### src/rtl/frc_pkg.sv
package frc_pkg;

  localparam int unsigned HeaderBytes = 32;
  localparam int unsigned PosW        = $clog2(HeaderBytes);

  localparam logic [31:0] CrcPoly = 32'hEDB8_8320;
  localparam logic [31:0] CrcInit = 32'hFFFF_FFFF;

  localparam logic [31:0] LenCapReset = 32'h4000_0000;

  // Register map, word index
  localparam int unsigned RegW    = 3;
  localparam int unsigned AddrW   = RegW + 2;
  localparam logic [RegW-1:0] RegMagic   = 3'd0;
  localparam logic [RegW-1:0] RegVersion = 3'd1;
  localparam logic [RegW-1:0] RegAbi     = 3'd2;
  localparam logic [RegW-1:0] RegId      = 3'd3;
  localparam logic [RegW-1:0] RegOpcode  = 3'd4;
  localparam logic [RegW-1:0] RegLenCap  = 3'd5;

  // Header byte positions that complete a field
  localparam logic [PosW-1:0] PosMagic    = 5'd3;
  localparam logic [PosW-1:0] PosVersion  = 5'd5;
  localparam logic [PosW-1:0] PosKind     = 5'd7;
  localparam logic [PosW-1:0] PosAbi      = 5'd11;
  localparam logic [PosW-1:0] PosId       = 5'd15;
  localparam logic [PosW-1:0] PosOpcode   = 5'd17;
  localparam logic [PosW-1:0] PosStatus   = 5'd19;
  localparam logic [PosW-1:0] PosLength   = 5'd23;
  localparam logic [PosW-1:0] PosCrcFirst = 5'd24;
  localparam logic [PosW-1:0] PosCrcLast  = 5'd27;
  localparam logic [PosW-1:0] PosLast     = PosW'(HeaderBytes - 1);

  typedef enum logic [2:0] {
    VerdictOk       = 3'd0,
    VerdictMagic    = 3'd1,
    VerdictVersion  = 3'd2,
    VerdictReserved = 3'd3,
    VerdictAbi      = 3'd4,
    VerdictLength   = 3'd5,
    VerdictIdOp     = 3'd6,
    VerdictCrc      = 3'd7
  } verdict_e;

  typedef struct packed {
    logic [31:0] magic;
    logic [15:0] version;
    logic [31:0] abi;
    logic [31:0] id;
    logic [15:0] opcode;
    logic [31:0] len_cap;
  } cfg_t;

  // Reflected CRC-32, one byte
  function automatic logic [31:0] crc_byte(input logic [31:0] crc, input logic [7:0] data);
    logic [31:0] c;
    c = crc ^ {24'h0, data};
    for (int k = 0; k < 8; k++) begin
      c = c[0] ? (CrcPoly ^ (c >> 1)) : (c >> 1);
    end
    return c;
  endfunction

endpackage

### src/rtl/frc_regs.sv
module frc_regs (
  input  logic                        clk_i,
  input  logic                        rst_ni,
  input  logic                        psel_i,
  input  logic                        penable_i,
  input  logic                        pwrite_i,
  input  logic [frc_pkg::AddrW-1:0]   paddr_i,
  input  logic [31:0]                 pwdata_i,
  output logic [31:0]                 prdata_o,
  output logic                        pready_o,
  output frc_pkg::cfg_t               cfg_o
);

  frc_pkg::cfg_t              cfg_q, cfg_d;
  logic [frc_pkg::RegW-1:0]   reg_idx;
  logic                       wr_en;

  assign reg_idx  = paddr_i[frc_pkg::AddrW-1:2];
  assign pready_o = 1'b1;
  assign wr_en    = psel_i && penable_i && pwrite_i;

  always_comb begin
    cfg_d = cfg_q;
    if (wr_en) begin
      case (reg_idx)
        frc_pkg::RegMagic:   cfg_d.magic   = pwdata_i;
        frc_pkg::RegVersion: cfg_d.version = pwdata_i[15:0];
        frc_pkg::RegAbi:     cfg_d.abi     = pwdata_i;
        frc_pkg::RegId:      cfg_d.id      = pwdata_i;
        frc_pkg::RegOpcode:  cfg_d.opcode  = pwdata_i[15:0];
        frc_pkg::RegLenCap:  cfg_d.len_cap = pwdata_i;
        default: ;
      endcase
    end
  end

  always_comb begin
    case (reg_idx)
      frc_pkg::RegMagic:   prdata_o = cfg_q.magic;
      frc_pkg::RegVersion: prdata_o = {16'h0, cfg_q.version};
      frc_pkg::RegAbi:     prdata_o = cfg_q.abi;
      frc_pkg::RegId:      prdata_o = cfg_q.id;
      frc_pkg::RegOpcode:  prdata_o = {16'h0, cfg_q.opcode};
      frc_pkg::RegLenCap:  prdata_o = cfg_q.len_cap;
      default:             prdata_o = 32'h0;
    endcase
  end

  always_ff @(posedge clk_i or negedge rst_ni) begin
    if (!rst_ni) begin
      cfg_q <= '{magic:   32'h0,
                 version: 16'h0,
                 abi:     32'h0,
                 id:      32'h0,
                 opcode:  16'h0,
                 len_cap: frc_pkg::LenCapReset};
    end else begin
      cfg_q <= cfg_d;
    end
  end

  assign cfg_o = cfg_q;

endmodule

### src/rtl/frame_response_checker_crc32.sv
// Response frame checker: takes one received byte per cycle on the rx channel and
// emits at most one result per byte on the res channel, in the cycle after acceptance.
// Each frame is a 32-byte little-endian header then a payload. Header checks (magic,
// version, reserved, peer ABI, length cap, id/opcode) are evaluated as each field
// completes; the last header byte closes the frame when a check fails or the payload
// length is zero. Payload bytes pass through, the last one carries the verdict. Any
// failure (including CRC mismatch) halts the block until reset: later bytes are
// accepted and dropped. Throughput is one byte per cycle; the byte-wide CRC update and
// the field compare sit between the rx input and the result register, and rx_ready_o
// falls only while a result waits unaccepted. Program registers over APB while idle.
module frame_response_checker_crc32 (
  input  logic                       clk_i,
  input  logic                       rst_ni,
  // APB configuration
  input  logic                       psel,
  input  logic                       penable,
  input  logic                       pwrite,
  input  logic [frc_pkg::AddrW-1:0]  paddr,
  input  logic [31:0]                pwdata,
  output logic [31:0]                prdata,
  output logic                       pready,
  // byte input
  input  logic                       rx_valid_i,
  output logic                       rx_ready_o,
  input  logic [7:0]                 rx_byte_i,
  // results
  output logic                       res_valid_o,
  input  logic                       res_ready_i,
  output logic                       has_data_o,
  output logic [7:0]                 payload_byte_o,
  output logic                       frame_end_o,
  output logic [2:0]                 verdict_o,
  output logic [15:0]                frame_kind_o,
  output logic [15:0]                server_status_o,
  output logic [31:0]                peer_abi_o
);

  frc_pkg::cfg_t cfg;

  frc_regs u_regs (
    .clk_i     (clk_i),
    .rst_ni    (rst_ni),
    .psel_i    (psel),
    .penable_i (penable),
    .pwrite_i  (pwrite),
    .paddr_i   (paddr),
    .pwdata_i  (pwdata),
    .prdata_o  (prdata),
    .pready_o  (pready),
    .cfg_o     (cfg)
  );

  logic [frc_pkg::PosW-1:0] pos_q, pos_d;
  logic                     in_payload_q, in_payload_d;
  logic                     halted_q, halted_d;
  logic [31:0]              shift_q, shift_d;
  logic [31:0]              crc_q, crc_d;
  logic [31:0]              carried_q, carried_d;
  logic [31:0]              left_q, left_d;
  frc_pkg::verdict_e        fail_q, fail_d;
  logic [15:0]              kind_q, kind_d;
  logic [15:0]              status_q, status_d;
  logic [31:0]              abi_q, abi_d;

  logic                     rx_acc;
  logic [31:0]              crc_base;
  frc_pkg::verdict_e        fail_base;
  frc_pkg::verdict_e        code;
  logic [7:0]               crc_in;

  logic                     res_load;
  logic                     res_data;
  logic [7:0]               res_byte;
  logic                     res_end;
  frc_pkg::verdict_e        res_verdict;

  logic                     res_valid_q;
  logic                     res_data_q;
  logic [7:0]               res_byte_q;
  logic                     res_end_q;
  frc_pkg::verdict_e        res_verdict_q;
  logic [15:0]              res_kind_q;
  logic [15:0]              res_status_q;
  logic [31:0]              res_abi_q;

  assign rx_ready_o = !res_valid_q || res_ready_i;
  assign rx_acc     = rx_valid_i && rx_ready_o;

  assign crc_base  = (pos_q == '0) ? frc_pkg::CrcInit : crc_q;
  assign fail_base = (pos_q == '0) ? frc_pkg::VerdictOk : fail_q;
  assign crc_in    = (pos_q >= frc_pkg::PosCrcFirst && pos_q <= frc_pkg::PosCrcLast) ?
                     8'h00 : rx_byte_i;

  always_comb begin
    pos_d        = pos_q;
    in_payload_d = in_payload_q;
    halted_d     = halted_q;
    shift_d      = shift_q;
    crc_d        = crc_q;
    carried_d    = carried_q;
    left_d       = left_q;
    fail_d       = fail_q;
    kind_d       = kind_q;
    status_d     = status_q;
    abi_d        = abi_q;
    code         = frc_pkg::VerdictOk;
    res_load     = 1'b0;
    res_data     = 1'b0;
    res_byte     = 8'h00;
    res_end      = 1'b0;
    res_verdict  = frc_pkg::VerdictOk;

    if (rx_acc && !halted_q) begin
      if (in_payload_q) begin
        crc_d    = frc_pkg::crc_byte(crc_q, rx_byte_i);
        left_d   = left_q - 32'd1;
        res_load = 1'b1;
        res_data = 1'b1;
        res_byte = rx_byte_i;
        if (left_d == 32'd0) begin
          in_payload_d = 1'b0;
          res_end      = 1'b1;
          if (~crc_d != carried_q) begin
            res_verdict = frc_pkg::VerdictCrc;
            halted_d    = 1'b1;
          end
        end
      end else begin
        shift_d = {rx_byte_i, shift_q[31:8]};
        crc_d   = frc_pkg::crc_byte(crc_base, crc_in);
        case (pos_q)
          frc_pkg::PosMagic:
            if (shift_d != cfg.magic) code = frc_pkg::VerdictMagic;
          frc_pkg::PosVersion:
            if (shift_d[31:16] != cfg.version) code = frc_pkg::VerdictVersion;
          frc_pkg::PosKind:
            kind_d = shift_d[31:16];
          frc_pkg::PosAbi: begin
            abi_d = shift_d;
            if (shift_d != cfg.abi) code = frc_pkg::VerdictAbi;
          end
          frc_pkg::PosId:
            if (shift_d != cfg.id) code = frc_pkg::VerdictIdOp;
          frc_pkg::PosOpcode:
            if (shift_d[31:16] != cfg.opcode) code = frc_pkg::VerdictIdOp;
          frc_pkg::PosStatus:
            status_d = shift_d[31:16];
          frc_pkg::PosLength: begin
            left_d = shift_d;
            if (shift_d > cfg.len_cap) code = frc_pkg::VerdictLength;
          end
          frc_pkg::PosCrcLast:
            carried_d = shift_d;
          frc_pkg::PosLast:
            if (shift_d != 32'd0) code = frc_pkg::VerdictReserved;
          default: ;
        endcase

        // keep the highest-priority (lowest nonzero) failure code
        if (code != frc_pkg::VerdictOk &&
            (fail_base == frc_pkg::VerdictOk || code < fail_base)) begin
          fail_d = code;
        end else begin
          fail_d = fail_base;
        end

        if (pos_q != frc_pkg::PosLast) begin
          pos_d = pos_q + 1'b1;
        end else begin
          pos_d = '0;
          if (fail_d != frc_pkg::VerdictOk) begin
            halted_d    = 1'b1;
            res_load    = 1'b1;
            res_end     = 1'b1;
            res_verdict = fail_d;
          end else if (left_d == 32'd0) begin
            res_load = 1'b1;
            res_end  = 1'b1;
            if (~crc_d != carried_d) begin
              res_verdict = frc_pkg::VerdictCrc;
              halted_d    = 1'b1;
            end
          end else begin
            in_payload_d = 1'b1;
          end
        end
      end
    end
  end

  always_ff @(posedge clk_i or negedge rst_ni) begin
    if (!rst_ni) begin
      pos_q        <= '0;
      in_payload_q <= 1'b0;
      halted_q     <= 1'b0;
      shift_q      <= '0;
      crc_q        <= frc_pkg::CrcInit;
      carried_q    <= '0;
      left_q       <= '0;
      fail_q       <= frc_pkg::VerdictOk;
      kind_q       <= '0;
      status_q     <= '0;
      abi_q        <= '0;
      res_valid_q  <= 1'b0;
    end else begin
      pos_q        <= pos_d;
      in_payload_q <= in_payload_d;
      halted_q     <= halted_d;
      shift_q      <= shift_d;
      crc_q        <= crc_d;
      carried_q    <= carried_d;
      left_q       <= left_d;
      fail_q       <= fail_d;
      kind_q       <= kind_d;
      status_q     <= status_d;
      abi_q        <= abi_d;
      if (res_load) begin
        res_valid_q <= 1'b1;
      end else if (res_ready_i) begin
        res_valid_q <= 1'b0;
      end
    end
  end

  // result payload, load only on a new transaction
  always_ff @(posedge clk_i) begin
    if (res_load) begin
      res_data_q    <= res_data;
      res_byte_q    <= res_byte;
      res_end_q     <= res_end;
      res_verdict_q <= res_verdict;
      res_kind_q    <= kind_d;
      res_status_q  <= status_d;
      res_abi_q     <= abi_d;
    end
  end

  assign res_valid_o     = res_valid_q;
  assign has_data_o      = res_data_q;
  assign payload_byte_o  = res_byte_q;
  assign frame_end_o     = res_end_q;
  assign verdict_o       = res_verdict_q;
  assign frame_kind_o    = res_kind_q;
  assign server_status_o = res_status_q;
  assign peer_abi_o      = res_abi_q;

  a_halt_silent: assert property (@(posedge clk_i) disable iff (!rst_ni)
    halted_q && !res_valid_q |=> !res_valid_q)
    else $error("result produced while halted");

  a_verdict_on_end: assert property (@(posedge clk_i) disable iff (!rst_ni)
    res_valid_q && res_verdict_q != frc_pkg::VerdictOk |-> res_end_q)
    else $error("nonzero verdict on a result that does not close a frame");

  a_fail_halts: assert property (@(posedge clk_i) disable iff (!rst_ni)
    res_valid_q && res_verdict_q != frc_pkg::VerdictOk |-> halted_q)
    else $error("failure reported without halting");

  a_payload_pos: assert property (@(posedge clk_i) disable iff (!rst_ni)
    in_payload_q |-> pos_q == '0 && left_q != 32'd0)
    else $error("payload phase with header position or empty length");

endmodule
### config.mk
export PLATFORM = sky130hd
export DESIGN_NAME = frame_response_checker_crc32
export DESIGN_NICKNAME = d
export VERILOG_FILES = /design/src/rtl/frc_pkg.sv /design/src/rtl/frc_regs.sv /design/src/rtl/frame_response_checker_crc32.sv
export SDC_FILE = /design/constraint.sdc
export NUM_CORES = 1
export LEC_CHECK = 0
export BUFFER_PORTS_ARGS = -buffer_cell sky130_fd_sc_hd__buf_2
export CAP_MARGIN = 20
export CORE_MARGIN = 5
export CORE_UTILIZATION = 32
export CTS_CLUSTER_DIAMETER = 120
export DETAILED_ROUTE_END_ITERATION = 16
export PLACE_DENSITY = 0.56
export SETUP_SLACK_MARGIN = 0.1
export SLEW_MARGIN = 15
export SYNTH_ARGS = -nofsm -noshare
export SYNTH_HDL_FRONTEND = slang
export SYNTH_SLANG_ARGS = --single-unit
### constraint.sdc
create_clock -name clk_i -period 9.3 [get_ports clk_i]
set_input_delay 0.465 -clock clk_i [delete_from_list [all_inputs] [get_ports clk_i]]
set_output_delay 0.465 -clock clk_i [all_outputs]
set_load 0.05 [all_outputs]
==> impl_metrics.csv <==
group,metric,value,unit
floorplanning,fp.coreArea,77300,um^2
power_and_ir_drop,powerDensity,407,nW/um^2
drt,drt_first_iter_violations,1752,
power_and_ir_drop,ir_drop,0.199,mV
timing,max_freq,0.152,GHz
global_route,antenna_found_initial,2,
timing,fin_skew,0.0362,ns
drt,wl,86.0,mm
placement,port_buffers,160,
timing,slew_headroom,0.220,
global_route,grt_max_degree,97,
floorplanning,rows,102,
synthesis,ys.flop_type,"dfrtp_1",
timing,grt_setup_unrepaired,"false",
power_and_ir_drop,clkPwrFrac,0.175,
power_and_ir_drop,combPwrFrac,0.547,
timing,fin_setup_tns,0,ns
drt,drc,0,
power_and_ir_drop,leakagePower,12.4,nW
clock_network,cts_resized,0,
drt,postRouteAntennaNets,0,
drt,wl_per_cell,24.5,um
setup_path,crit_path_max_fanout,64,
power_and_ir_drop,p_switching,5.21,mW
setup_path,critPathLaunchType,"flip-flop",
floorplanning,dieArea,83500,um^2
clock_network,cts.sinks,432,
timing,drv_slew,0,
clock_network,insertion_delay,0.62,ns
synthesis,synth_edf_count,77,
timing,finalSetupViolations,0,
power_and_ir_drop,p_int,6.41,mW
global_route,grt_overflow_total,0,
timing,post-route-min-period,6.56,ns
synthesis,syn_nets,2435,
timing,tightest_slew,1.17,ns
drt,viasPerCell,5.43,
floorplanning,chipHeight,289,um
hold_path,min_path_type,"in -> reg",
floorplanning,start_util,0.322,
clock_network,numCtsBuffers,48,
global_route,grt_pass1_wl,126,mm
clock_network,clkSlewWorstSetupHoldPaths,0.06,ns
clock_network,cts_buffer_depth,3,
synthesis,yosysMostFrequentCell,"dfrtp_1",
timing,fin_crit_sh,0.705,
synthesis,syn_avg_cell_area,10.6,um^2
timing,finalHoldViolCount,0,
synthesis,yosysTopAreaCell,"dfrtp_1",
clock_network,cts_tree,"done",
synthesis,synth_warnings,0,
cells_and_area,final_nets,2527,
drt,firstDrtPassIters,6,
cells_and_area,syn2layout_area_growth,14.7,%
clock_network,htree_levels,2,
power_and_ir_drop,p_total,11.6,mW
synthesis,ys_seq_elements,432,
global_route,track_usage,0.199,
synthesis,yosys.area.top_type_share,0.324,
power_and_ir_drop,swShare,0.448,
placement,place_congestion,0.924,
synthesis,async_flop_share,0.822,
synthesis,synth_cells,2342,
placement,place_hpwl,58.4,mm
setup_path,critPathKind,"reg -> reg",
global_route,grt_pass1_vias,18800,
synthesis,synth_area_leaders,"dfrtp_1 (32%), mux2_2 (10%), edfxtp_1 (9.3%)",
power_and_ir_drop,seq_power_share,0.278,
synthesis,synth_cell_types,79,
setup_path,cp.arrival,6.78,ns
synthesis,seq_area_frac_synth,0.451,
clock_network,clock-root-buffer,"clkbuf_16",
cells_and_area,drive_above_1_share,0.241,
setup_path,endpoint_kind,"flip-flop",
floorplanning,die_x,289,um
drt,vias,19100,
floorplanning,io_pins,164,
flow_run,maxCapViolCount,0,
setup_path,cp.required,9.52,ns
outcome,outcome,"finished, final reports clean",
synthesis,yosys-top-cells-count,"dfrtp_1 (322), nand2_1 (243), mux2_2 (225), xnor2_1 (182), xor2_1 (149)",
synthesis,syn_area,24900,um^2
==> state kept, by name, summed over array words and instances (netlist names), 3 cells and up <==
signal / flops
status_q: 16
abi_q: 32
verdict_o: 3
carried_q: 32
kind_q: 16
u_regs.cfg_o: 160
fail_q: 3
payload_byte_o: 8
pos_q: 5
peer_abi_o: 32
shift_q: 24
left_q: 32
server_status_o: 16
crc_q: 32
frame_kind_o: 16
==> stage by stage <==
step,hold WS (ns),util,cells,instance area [um^2],setup slack [ns]
CTS,0.0781,0.369,3511,28500,2.86
floorplan,0.169,-,2342,24900,1.96
global placement,0.464,0.347,3421,26800,2.80
global route,0.118,0.369,3513,28600,2.51
detailed placement,0.479,0.347,3421,26800,2.61
finish,0.103,0.369,3515,28600,2.74
==> power groups by stage <==
stage	clock network, mW	logic [mW]	registers (mW)
after floorplan	0	4.68	2.99
after global placement	0	6.14	3.23
after detailed placement	0	6.23	3.26
after CTS	2.06	6.27	3.22
after global routing	2.14	6.79	3.29
final	2.03	6.35	3.23
==> layout make-up <==
| type | instances | area [um^2] |
|---|---|---|
| Multi-Input combinational cell | 1686 | 12900 |
| Sequential cell | 432 | 11200 |
| Inverter | 50 | 188 |
| Clock buffer | 68 | 1370 |
| Tap cell | 1040 | 1300 |
| Timing Repair Buffer | 216 | 1270 |
| Antenna cell | 2 | 5.00 |
| Fill cell | 7689 | 48800 |
| Clock inverter | 21 | 309 |
==> placed cells by master, fill, tap and decap left out, types with 6 or more instances in the layout <==
cell and instances:
nor2_1 80, buf_2 159, dfstp_2 33, xnor2_1 182
bufinv_16 6, xor2_1 149, o21ai_0 146, nand2b_1 7
nand4_1 37, a21o_1 9, a221o_1 18, inv_1 49
buf_4 53, mux2i_1 36, nand3b_1 7, a31oi_1 6
clkbuf_1 11, mux2_2 225, a21oi_1 91, nand3_1 45
nor3_1 28, and3_1 11, xnor2_2 13, edfxtp_1 77
or3_1 8, a22oi_1 60, dfrtp_1 321, o22a_1 21
clkbuf_16 48, clkbuf_8 9, o211ai_1 7, o22ai_1 24
nor2b_1 9, or2_2 6, nor4_1 49, nand2_1 243
clkinv_2 8, xnor3_1 30, ha_1 41, and2_1 7
==> timing repair <==
action | in CTS | in global routing
endpoints found under the hold margin | 90 | 0
setup endpoints to repair | 0 | 0
buffers inserted | 0 | 0
hold buffers | 1 | 0
==> logic make-up (layout without fill, tap and decap cells) <==
family / after synthesis / in the layout / synth area share
and+or+nand+nor: 579 / 579 / 0.112
AOI/OAI and AO/OA: 426 / 426 / 0.108
other: 1 / 3 / 0.000151
buffers and inverters: 224 / 355 / 0.0358
adders and majority gates: 41 / 41 / 0.0206
xor gates and xnor gates: 378 / 378 / 0.156
DFF: 432 / 432 / 0.451
muxes: 261 / 261 / 0.116
==> critical path, stage by stage (launching register included) <==
cell and delay [ns]:
dfrtp_1 0.63, ha_1 0.45, nand4_1 0.19, nor4_1 0.62, nand3b_1 0.27, a31oi_1 0.12
o32ai_1 0.92, inv_1 0.11, ha_1 0.37, o21a_1 0.11, o21ai_0 0.26, a41oi_1 0.15
or2_2 0.40, nand4b_1 0.16, a21oi_1 0.15, nor2_4 0.38, buf_4 0.73
==> layer usage <==
metal  vias to the layer above  part of all wire  global-route usage
met5                         -                 0                   0
met4                         0             0.036              0.0684
met3                       164             0.067              0.0284
met2                       807              0.46               0.321
met1                      9595              0.43               0.276
li1                       8506                 -                   -
==> path summary, 6_finish.rpt <==
path	from	to	slack (ns)	cells after the start
worst max-delay path	shift_q[15]	peer_abi_o[2]	2.74	16
worst min-delay path	pwdata[26]	u_regs.cfg_o[26]	0.10	3
worst max register to register	shift_q[15]	peer_abi_o[2]	2.74	16
worst min register to register	halted_q	halted_q	0.49	1
max in group asynchronous	rst_ni	u_regs.cfg_o[121]	7.41	3
min in group asynchronous	rst_ni	shift_q[25]	0.48	2
Note: power is estimated with default switching activity, not from simulation.
